## src/design/lmps_pkg.sv

```systemverilog
package lmps_pkg;

    // Width of the saturating second counters
    localparam int COUNTER_WIDTH = 16;
    // Width at which counters and 16-bit timeout registers are compared
    localparam int CMP_W = (COUNTER_WIDTH > 16) ? COUNTER_WIDTH : 16;

    localparam logic [COUNTER_WIDTH-1:0] CNT_MAX = {COUNTER_WIDTH{1'b1}};

    // Input commands
    typedef enum logic [1:0] {
        CMD_TICK  = 2'd0,
        CMD_POLL  = 2'd1,
        CMD_FRAME = 2'd2
    } cmd_t;

    // Register indexes on the configuration port
    typedef enum logic [1:0] {
        REG_STATION_ADDR = 2'd0,
        REG_LINK_TIMEOUT = 2'd1,
        REG_GI_PERIOD    = 2'd2,
        REG_IDLE_TIMEOUT = 2'd3
    } reg_idx_t;

    // Link states, one-hot
    typedef enum logic [4:0] {
        LS_RESET   = 5'b00001,
        LS_REQ_STS = 5'b00010,
        LS_CLASS1  = 5'b00100,
        LS_CLASS2  = 5'b01000,
        LS_GI      = 5'b10000
    } link_state_t;

    // Output frame kinds
    localparam logic FRAME_FIXED = 1'b0;
    localparam logic FRAME_GI    = 1'b1;

    // Control field pieces
    localparam logic [7:0] CTRL_PRM  = 8'h40;
    localparam logic [7:0] CTRL_FCB  = 8'h20;
    localparam logic [7:0] CTRL_FCV  = 8'h10;
    localparam logic [7:0] CTRL_ACD  = 8'h20;

    // Function codes
    localparam logic [3:0] FC_RESET_LINK = 4'd0;
    localparam logic [3:0] FC_GI         = 4'd3;
    localparam logic [3:0] FC_CLASS1     = 4'd10;
    localparam logic [3:0] FC_CLASS2     = 4'd11;

    // Fixed bytes of the general interrogation data unit
    localparam logic [7:0] ASDU_TYPE_GI = 8'h07;
    localparam logic [7:0] ASDU_VSQ     = 8'h81;
    localparam logic [7:0] ASDU_COT_GI  = 8'h09;
    localparam logic [7:0] ASDU_FUN     = 8'hff;
    localparam logic [7:0] GI_CONST_SUM = ASDU_TYPE_GI + ASDU_VSQ + ASDU_COT_GI + ASDU_FUN;

    // Reset values of the configuration registers
    localparam logic [7:0]  RST_STATION_ADDR = 8'd1;
    localparam logic [15:0] RST_LINK_TIMEOUT = 16'd10;
    localparam logic [15:0] RST_GI_PERIOD    = 16'd900;
    localparam logic [15:0] RST_IDLE_TIMEOUT = 16'd50;

    function automatic logic [7:0] make_control(logic fcb, logic fcv, logic [3:0] code);
        logic [7:0] c;
        c = CTRL_PRM | {4'h0, code};
        if (fcb) c = c | CTRL_FCB;
        if (fcv) c = c | CTRL_FCV;
        return c;
    endfunction

endpackage

```

## src/design/link_master_poll_sequencer.sv

```systemverilog
// Master-side link layer sequencer for a serial telecontrol link.
//
// Input channel (s_*): one beat per event. s_command selects a one-second
// tick, a send opportunity (poll) or a received frame; s_frame_variable and
// s_control_field describe the received frame. Result channel (m_*): one
// beat per poll that yields a frame, carrying the frame kind, its control
// byte and its checksum. Ticks, received frames, unknown commands and polls
// in an unused link state produce no beat.
// An accepted beat is captured in the input register, processed once the
// result register can take a beat, and its result is presented from the
// result register. Throughput is one beat per cycle while the result
// register drains (m_ready high), limited only by the single input and
// result registers.
// Stall: while m_ready is low and a result waits, the input register holds
// its beat and s_ready drops once it is full; nothing is lost or repeated.
// Reset (aresetn low, synchronous): both registers empty, link state back to
// request link status, count bit, pending flag and counters cleared, and
// the APB registers back to their defaults. The APB port (pready always
// high) must be written by the user only while the block is idle; the block does not enforce it.
module link_master_poll_sequencer
    import lmps_pkg::*;
(
    input  logic        aclk,
    input  logic        aresetn,
    // APB configuration port
    input  logic        psel,
    input  logic        penable,
    input  logic        pwrite,
    input  logic [3:0]  paddr,
    input  logic [31:0] pwdata,
    output logic [31:0] prdata,
    output logic        pready,
    // Input channel
    input  logic        s_valid,
    output logic        s_ready,
    input  logic [1:0]  s_command,
    input  logic        s_frame_variable,
    input  logic [7:0]  s_control_field,
    // Result channel
    output logic        m_valid,
    input  logic        m_ready,
    output logic        m_frame_kind,
    output logic [7:0]  m_control_byte,
    output logic [7:0]  m_checksum
);

    // Configuration registers
    logic [7:0]  station_addr_reg;
    logic [15:0] link_timeout_reg;
    logic [15:0] gi_period_reg;
    logic [15:0] idle_timeout_reg;

    // Input register
    logic        in_valid_reg;
    logic [1:0]  in_command_reg;
    logic        in_variable_reg;
    logic [7:0]  in_control_reg;

    // Link state
    link_state_t              link_state_reg, link_state_next;
    logic                     count_bit_reg, count_bit_next;
    logic                     pending_reg, pending_next;
    logic [COUNTER_WIDTH-1:0] secs_reply_reg, secs_reply_next;
    logic [COUNTER_WIDTH-1:0] secs_gi_reg, secs_gi_next;

    // Result register
    logic        out_valid_reg, out_valid_next;
    logic        out_kind_reg, out_kind_next;
    logic [7:0]  out_ctrl_reg, out_ctrl_next;
    logic [7:0]  out_sum_reg, out_sum_next;

    logic        advance;
    logic        cfg_write;
    logic        link_expired, gi_due, idle_expired;
    logic [7:0]  ctrl_byte;
    logic        emit, emit_gi;
    logic [7:0]  sum_fixed, sum_gi;
    link_state_t eff_state;

    // The input register moves on whenever the result register can take a beat
    assign advance = !out_valid_reg || m_ready;
    assign s_ready = !in_valid_reg || advance;

    assign m_valid        = out_valid_reg;
    assign m_frame_kind   = out_kind_reg;
    assign m_control_byte = out_ctrl_reg;
    assign m_checksum     = out_sum_reg;

    // APB: zero wait states, word index in paddr[3:2]
    assign pready    = 1'b1;
    assign cfg_write = psel && penable && pwrite;

    always_comb begin
        prdata = 32'h0;
        case (reg_idx_t'(paddr[3:2]))
            REG_STATION_ADDR: prdata = {24'h0, station_addr_reg};
            REG_LINK_TIMEOUT: prdata = {16'h0, link_timeout_reg};
            REG_GI_PERIOD:    prdata = {16'h0, gi_period_reg};
            REG_IDLE_TIMEOUT: prdata = {16'h0, idle_timeout_reg};
            default:          prdata = 32'h0;
        endcase
    end

    always_ff @(posedge aclk) begin
        if (!aresetn) begin
            station_addr_reg <= RST_STATION_ADDR;
            link_timeout_reg <= RST_LINK_TIMEOUT;
            gi_period_reg    <= RST_GI_PERIOD;
            idle_timeout_reg <= RST_IDLE_TIMEOUT;
        end else if (cfg_write) begin
            case (reg_idx_t'(paddr[3:2]))
                REG_STATION_ADDR: station_addr_reg <= pwdata[7:0];
                REG_LINK_TIMEOUT: link_timeout_reg <= pwdata[15:0];
                REG_GI_PERIOD:    gi_period_reg    <= pwdata[15:0];
                REG_IDLE_TIMEOUT: idle_timeout_reg <= pwdata[15:0];
                default: ;
            endcase
        end
    end

    // Timer comparisons at a common width
    assign link_expired = CMP_W'(secs_reply_reg) > CMP_W'(link_timeout_reg);
    assign gi_due       = CMP_W'(secs_gi_reg)    > CMP_W'(gi_period_reg);
    assign idle_expired = CMP_W'(secs_reply_reg) > CMP_W'(idle_timeout_reg);

    // A stale link forces a restart before the poll is served
    assign eff_state = link_expired ? LS_REQ_STS : link_state_reg;

    // Checksums: control + address, or the whole interrogation data unit
    assign sum_fixed = ctrl_byte + station_addr_reg;
    assign sum_gi    = ctrl_byte + station_addr_reg + station_addr_reg + GI_CONST_SUM;

    always_comb begin
        link_state_next = link_state_reg;
        count_bit_next  = count_bit_reg;
        pending_next    = pending_reg;
        secs_reply_next = secs_reply_reg;
        secs_gi_next    = secs_gi_reg;
        emit            = 1'b0;
        emit_gi         = 1'b0;
        ctrl_byte       = make_control(count_bit_reg, 1'b0, FC_RESET_LINK);

        if (in_valid_reg && advance) begin
            case (cmd_t'(in_command_reg))
                CMD_TICK: begin
                    if (secs_reply_reg != CNT_MAX) secs_reply_next = secs_reply_reg + 1'b1;
                    if (secs_gi_reg != CNT_MAX)    secs_gi_next    = secs_gi_reg + 1'b1;
                end
                CMD_FRAME: begin
                    secs_reply_next = '0;
                    count_bit_next  = !count_bit_reg;
                    if ((in_control_reg & CTRL_ACD) != 8'h0) begin
                        link_state_next = LS_CLASS1;
                    end else if (!in_variable_reg && pending_reg) begin
                        pending_next    = 1'b0;
                        link_state_next = LS_GI;
                    end else begin
                        link_state_next = LS_CLASS2;
                    end
                end
                CMD_POLL: begin
                    link_state_next = eff_state;
                    case (eff_state)
                        LS_RESET: begin
                            emit = 1'b1;
                        end
                        LS_REQ_STS: begin
                            emit            = 1'b1;
                            link_state_next = LS_GI;
                            pending_next    = 1'b1;
                        end
                        LS_CLASS1: begin
                            emit      = 1'b1;
                            ctrl_byte = make_control(count_bit_reg, 1'b1, FC_CLASS1);
                        end
                        LS_CLASS2: begin
                            emit = 1'b1;
                            if (gi_due) begin
                                secs_gi_next = '0;
                                emit_gi      = 1'b1;
                            end else if (pending_reg) begin
                                pending_next = 1'b0;
                                emit_gi      = 1'b1;
                            end else if (idle_expired) begin
                                link_state_next = LS_GI;
                                pending_next    = 1'b1;
                            end else begin
                                ctrl_byte = make_control(count_bit_reg, 1'b1, FC_CLASS2);
                            end
                        end
                        LS_GI: begin
                            emit    = 1'b1;
                            emit_gi = 1'b1;
                        end
                        default: ;
                    endcase
                    if (emit_gi) ctrl_byte = make_control(count_bit_reg, 1'b1, FC_GI);
                end
                default: ;
            endcase
        end
    end

    // Result register: load on advance, drop once taken
    always_comb begin
        out_valid_next = out_valid_reg;
        out_kind_next  = out_kind_reg;
        out_ctrl_next  = out_ctrl_reg;
        out_sum_next   = out_sum_reg;
        if (advance) begin
            out_valid_next = in_valid_reg && emit;
            out_kind_next  = emit_gi ? FRAME_GI : FRAME_FIXED;
            out_ctrl_next  = ctrl_byte;
            out_sum_next   = emit_gi ? sum_gi : sum_fixed;
        end
    end

    always_ff @(posedge aclk) begin
        if (!aresetn) begin
            in_valid_reg   <= 1'b0;
            out_valid_reg  <= 1'b0;
            link_state_reg <= LS_REQ_STS;
            count_bit_reg  <= 1'b0;
            pending_reg    <= 1'b0;
            secs_reply_reg <= '0;
            secs_gi_reg    <= '0;
        end else begin
            if (s_ready) in_valid_reg <= s_valid;
            out_valid_reg  <= out_valid_next;
            link_state_reg <= link_state_next;
            count_bit_reg  <= count_bit_next;
            pending_reg    <= pending_next;
            secs_reply_reg <= secs_reply_next;
            secs_gi_reg    <= secs_gi_next;
        end
    end

    // Payload registers
    always_ff @(posedge aclk) begin
        if (s_ready && s_valid) begin
            in_command_reg  <= s_command;
            in_variable_reg <= s_frame_variable;
            in_control_reg  <= s_control_field;
        end
        out_kind_reg <= out_kind_next;
        out_ctrl_reg <= out_ctrl_next;
        out_sum_reg  <= out_sum_next;
    end

endmodule

```

## config.mk

```make
export PLATFORM = sky130hd
export DESIGN_NAME = link_master_poll_sequencer
export DESIGN_NICKNAME = d
export VERILOG_FILES = /design/src/design/lmps_pkg.sv /design/src/design/link_master_poll_sequencer.sv
export SDC_FILE = /design/constraint.sdc
export NUM_CORES = 1
export LEC_CHECK = 0
export BUFFER_PORTS_ARGS = -buffer_cell sky130_fd_sc_hd__buf_4
export CORE_AREA = 2 2 163 165
export CTS_CLUSTER_SIZE = 10
export DETAILED_ROUTE_END_ITERATION = 8
export DIE_AREA = 0 0 165 167
export GPL_ROUTABILITY_DRIVEN = 0
export HOLD_SLACK_MARGIN = 0.12
export PLACE_DENSITY = 0.43
export SETUP_SLACK_MARGIN = 0.3
export SYNTH_ARGS = -nofsm -noshare
export SYNTH_HDL_FRONTEND = slang
export SYNTH_SLANG_ARGS = --single-unit
```

## constraint.sdc

```tcl
create_clock -name aclk -period 5.4 [get_ports aclk]
set_input_delay 0.27 -clock aclk [delete_from_list [all_inputs] [get_ports aclk]]
set_output_delay 0.27 -clock aclk [all_outputs]
set_load 0.03 [all_outputs]
```

Yosys cells after proc, flatten, opt, wreduce, memory -nomap -nowiden
Index checks and enable logic that the tools add are counted.
Cells by class
  muxes and demuxes: 45
  magnitude comparators: 3
  add/subtract/negate cells: 5
  eq/ne operators: 20
  reduce and logical (&&, ||, !) cells: 27
Operators by type and width (number)
  $pmux W32 S4: 1
  $mux W16: 4
  $pmux W16 S2: 2
  $mux W8: 7
  $gt A16 B16 Y1: 3
  $add A16 B1 Y16 const B: 2
  $ne A16 B16 Y1 const B: 2
  $mux W5: 6
  $mux W6: 4
  $pmux W5 S2: 2
  $add A8 B8 Y8: 2
  $pmux W8 S2: 1
  $mux W1: 15
  $reduce_and A2 Y1: 6
  $ne A2 B2 Y1 const B: 5
  $add A8 B8 Y8 const B: 1
  $eq A2 B2 Y1 const B: 3
  $logic_and A1 B1 Y1: 6
  $pmux W1 S2: 3
  $reduce_and A6 Y1: 1
  $reduce_bool A2 Y1: 3
  $eq A5 B1 Y1 const B: 1
  $eq A5 B2 Y1 const B: 1
  $eq A5 B3 Y1 const B: 1
  12 further kinds: 18
Word-level totals
  word-level logic and storage cells: 117
  output and inout port bits: 52
  bits in registers: 123

Logic depth before layout (Yosys ltp)
  depth in word-level cells: 13
  mapped depth: 26

Worst setup path after synthesis
OpenSTA, ideal clock, no wires.
  kind: flip-flop to flip-flop
  from: reg out_valid_reg, in the netlist m_valid
  to: reg out_sum_reg[7], in the netlist m_checksum[7], data pin
  arrival time: 5055 ps
  stages on the path, launching flop included: 21
  path slack: 205 ps
  setup time: 140 ps
  cell sequence: dfxtp_1 -> nor2b_1 -> inv_1 -> and2_1 -> nand2_1 -> or3_1 -> nor4b_2 -> nand2_2 -> and2_1 -> fa_1 -> inv_1 -> ha_1 -> ha_1 -> fa_1 -> a21o_1 -> a21o_1 -> a2111oi_0 -> a311oi_1 -> and2_1 -> o211a_1 -> nor2_1
Between the ends
  cells in the longest elaborated chain, start to end: 8
  elaborated cells on any way between the ends: 9
  those cells by class: add/sub (3); mux (3); reduce/logical (3)
Ends and longest elaborated chain
  start: declaration: RTL line link_master_poll_sequencer.sv:67  | logic out_valid_reg, out_valid_next;
  start signal: assignment: RTL line link_master_poll_sequencer.sv:229  | out_valid_reg <= out_valid_next;
  $logic_not A1 Y1 (*): RTL line link_master_poll_sequencer.sv:81  | assign advance = !out_valid_reg || m_ready;
  $logic_or A1 B1 Y1 (*): RTL line link_master_poll_sequencer.sv:81
  via advance: RTL line link_master_poll_sequencer.sv:72  | logic advance;
  $logic_and A1 B1 Y1 (*): RTL line link_master_poll_sequencer.sv:143  | if (in_valid_reg && advance) begin
  $mux W8: RTL line link_master_poll_sequencer.sv:143
  $add A8 B8 Y8: RTL line link_master_poll_sequencer.sv:130, link_master_poll_sequencer.sv:131
  $add A8 B8 Y8 (2 in a row): RTL line link_master_poll_sequencer.sv:131  | assign sum_gi = ctrl_byte + station_addr_reg + station_addr_reg + GI_CONST_SUM;
  $mux W8 (*): RTL line link_master_poll_sequencer.sv:214  | out_sum_next = emit_gi ? sum_gi : sum_fixed;
  end signal: assignment: RTL line link_master_poll_sequencer.sv:247  | out_sum_reg <= out_sum_next;
  end: declaration: RTL line link_master_poll_sequencer.sv:70  | logic [7:0] out_sum_reg, out_sum_next;
Mark *: on every way through the listed nets, which the timed path passes. The rest lies on a longest branch.
A chain may end at the register's enable or synchronous reset.

Final worst setup path
  from: reg gi_period_reg[14]
  to: reg pending_reg
Between the ends
  cells in the longest elaborated chain, start to end: 3
Ends and longest elaborated chain
  start: declaration: RTL line link_master_poll_sequencer.sv:50  | logic [15:0] gi_period_reg;
  start signal: assignment: RTL line link_master_poll_sequencer.sv:114  | REG_GI_PERIOD: gi_period_reg <= pwdata[15:0];
  $gt A16 B16 Y1: RTL line link_master_poll_sequencer.sv:123  | assign gi_due = CMP_W'(secs_gi_reg) > CMP_W'(gi_period_reg);
  $ne A3 B3 Y1 (no line)
  $reduce_and A6 Y1 (no line)
  end signal: assignment: RTL line link_master_poll_sequencer.sv:232  | pending_reg <= pending_next;
  end: declaration: RTL line link_master_poll_sequencer.sv:62  | logic pending_reg, pending_next;
No other way between the ends.

==> results.md <==
* Start point of the worst hold path: pwdata[2]
* Worst Setup Path Type: reg -> reg
* CP top delay family: buffers and inverters
* Power, Total at 2.38 mW
* HP Class: in -> reg
* Buf/Inv on CP at 28
* Clock Tree Buf Depth at 2
* IO Port Bufs at 60
* Vias in the first global route at roughly 6400
* DRC Markers at 0
* Hold Path End: gi_period_reg[2]$_SDFFE_PN1P_
* Initial antenna violation count at 0
* CTS tree: yes
* Slowest CP cell: or3_4
* Routed wire length at 21700 µm
* Final setup skew at 0.0101 ns
* Ys flop type: dfxtp_1
* Synth warn at 0
* Pre-CTS setup slack at -0.236 ns
* Antenna diode count at 0
* Final Net Count at 1138
* Worst path required time at ~5.7 ns
* Total GRT Usage at 16.1%
* Chip height at approximately 170 µm
* Final-report max-slew violation count at 0
* FP Rows at 59
* Post-Synthesis Cells at approximately 850
* Tmin final at ~5.3 ns
* Cts bufs inserted at 17
* Die ar. at approximately 28000 µm²
* R2R Path Start: gi_period_reg[14]$_SDFFE_PN0P_
* Sequential area share after synthesis at between 30 and 40%
* Clock tree sinks at between 100 and 150
* HPWL after DPL at roughly 16000 µm
* Syn Area/Cell at around 8.4 µm²
* Worst Tran Pin Value at about 0.85 ns
* # IOs at between 100 and 150
* Initial Util at 27.7%
* Core ar. at 25800 µm²
* TritonRoute pass-1 iters at 4
* Setup violators final at 0
* R2R setup slack at between 0.1 and 0.15 ns
* Area growth syn-to-layout at 36.8%
* Via density at 4.76
* Max-slew headroom at between 40% and 50%
* Peak Freq at roughly 190 MHz
* EDFF count, synth at 17
* Worst EP arrival at about 5.6 ns
* Final Hold Fails at 0
* Unrepaired setup endpoints after global routing: yes
* Yosys top cell area share at 27.2%
* CP endpoint kind: flip-flop
* Vias after detailed routing at about 6500
* Crit-path max FO at 3
* Global-route wire length before repair at ~34000 µm
* Synth area leader: dfxtp_1
* Crit-path max cell delay at 0.41 ns
* R2R cell count at 36
* Root buffer cell: clkbuf_16
* Detail Route Antenna Nets at 0
* Synth cell types at 65
* Placed cell count at around 1300
* CP most frequent cell: buf_4
* Tcrit/Tclk final at 97.8%
* Hold Path Depth at 3
* Iteration-0 DRC Markers at approximately 310
* Top post-synthesis cells by count: 134 x nand2_1, 97 x dfxtp_1, 81 x a21oi_1, 71 x ha_1, 71 x inv_1
* Avg WL per Cell at roughly 16 µm
* Reg-to-Reg End: pending_reg$_SDFFE_PN0P_
* Clock transition at the registers of the reported paths at 0.06 ns
* Final std cells w/o fill at about 1400
* Synthesized cell area at between 7000 and 8000 µm²
* Largest net degree at the start of global routing at 50
* Grt total ovfl at 0
* Max_cap viols at 0
* Final setup margin at roughly 0.12 ns
* Leakage at 4.20 nW
* Clock latency on the worst-skew pair at 0.41 ns
* FF+latch count, synth at around 110
* Synth top area cells: dfxtp_1 27%, ha_1 12%, edfxtp_1 7.2%, nand2_1 7.0%, a21oi_1 5.7%
* Dominant cell by count in the synthesized netlist: nand2_1
* Peak VDD IR at 144 µV
* Layout cell share with drive strength beyond 1 at approximately 28%
* Die span in x at approximately 170 µm
* Synth async-reset ratio at 0%
* PwrDens at roughly 240 nW/µm²
* H-tree depth at 4
* Setup crit start kind: flip-flop
* Status: finished clean
[how the worst max path moves through the flow]
stage                          endpoint  cells after the start  slack (ns)                              from
4_1_cts         m_checksum[7]$_DFFE_PP_                     22        0.29  idle_timeout_reg[7]$_SDFFE_PN0P_
3_5_place_dp    m_checksum[7]$_DFFE_PP_                     23       -0.24    gi_period_reg[14]$_SDFFE_PN0P_
6_report       pending_reg$_SDFFE_PN0P_                     36        0.12    gi_period_reg[14]$_SDFFE_PN0P_
2_1_floorplan   m_checksum[7]$_DFFE_PP_                     20        0.31   secs_reply_reg[14]$_SDFFE_PN0P_
3_3_place_gp    m_checksum[7]$_DFFE_PP_                     23       -0.19    gi_period_reg[13]$_SDFFE_PN0P_
5_1_grt         m_checksum[7]$_DFFE_PP_                     28       -0.07    gi_period_reg[15]$_SDFFE_PN0P_
[kinds of logic after synthesis]
family	count (synthesis)	synth area share (%)
AND/OR/NAND/NOR	294	19.7
AO/OA/AOI/OAI	192	17.3
buffers and inverters	128	8.08
flip-flops	114	34.4
adder cells (fa/ha/maj)	73	13.0
multiplexers	23	4.70
XOR/XNOR	22	2.70
other	2	0.105
[cell usage in the layout (no fill, tap or decap), types with 9 or more instances in the layout]
| master | count |
|---|---|
| buf_4 | 166 |
| a21o_1 | 11 |
| nand4_1 | 20 |
| edfxtp_1 | 17 |
| dfxtp_2 | 18 |
| ha_1 | 57 |
| dfxtp_1 | 79 |
| xor2_1 | 16 |
| or4_1 | 10 |
| and3_1 | 9 |
| ha_4 | 12 |
| inv_2 | 11 |
| o211ai_1 | 14 |
| nor2_1 | 49 |
| conb_1 | 20 |
| o21ai_0 | 33 |
| mux2i_1 | 11 |
| clkbuf_16 | 18 |
| inv_1 | 59 |
| nand3_1 | 12 |
| or3_1 | 9 |
| a21oi_1 | 79 |
| dlygate4sd3_1 | 13 |
| nand2_1 | 134 |
| o31ai_1 | 14 |
[routing by layer]
layer	share of wire (%)	GRT usage [%]	vias up
met3	4.0	3.61	17
li1	-	-	3284
met2	46	25.9	128
met5	0	0	-
met4	1.3	4.01	0
met1	48	21.8	3046
[report_power, final]
group | internal [mW] | leakage, nW | switching [mW]
sequential | 0.875 | 0.980 | 0.0121
combinational | 0.0803 | 2.89 | 0.131
clock | 0.866 | 0.332 | 0.414
[final cells by class]
cell class | instances | area [µm²]
clock buffers | 21 | 482
clock inverters | 11 | 180
fillers | 2634 | 16000
inverters | 71 | 267
multi-input cells | 624 | 4520
flip-flops and latches | 114 | 2470
well taps | 335 | 419
repair buffers | 183 | 1420
[worst min-delay path, stage by stage]
cell and delay [ns]:
buf_4 0.11, nand2_1 0.05, o211ai_1 0.07
[timing repair]
item                                    CTS  global route
endpoints found under the setup margin    3             4
resized for setup                        64            14
hold buffers                             13             0
buffers inserted                         32             3
gates cloned                              0             0
hold endpoints to repair                 23             0
pin swaps                                28            14
[stage by stage]
step / setup TNS [ns] / cell area, µm² / utilization (%) / hold slack, ns
5_1_grt: -0.113 / 9760 / 37.9 / 0.126
4_1_cts: 0 / 9660 / 37.5 / 0.120
3_3_place_gp: -0.189 / 8340 / 32.4 / 0.446
3_5_place_dp: -0.236 / 8340 / 32.4 / 0.446
2_1_floorplan: 0 / 7210 / - / 0.369
6_report: 0 / 9760 / 37.9 / 0.134
Note: power is estimated with default switching activity, not from simulation.
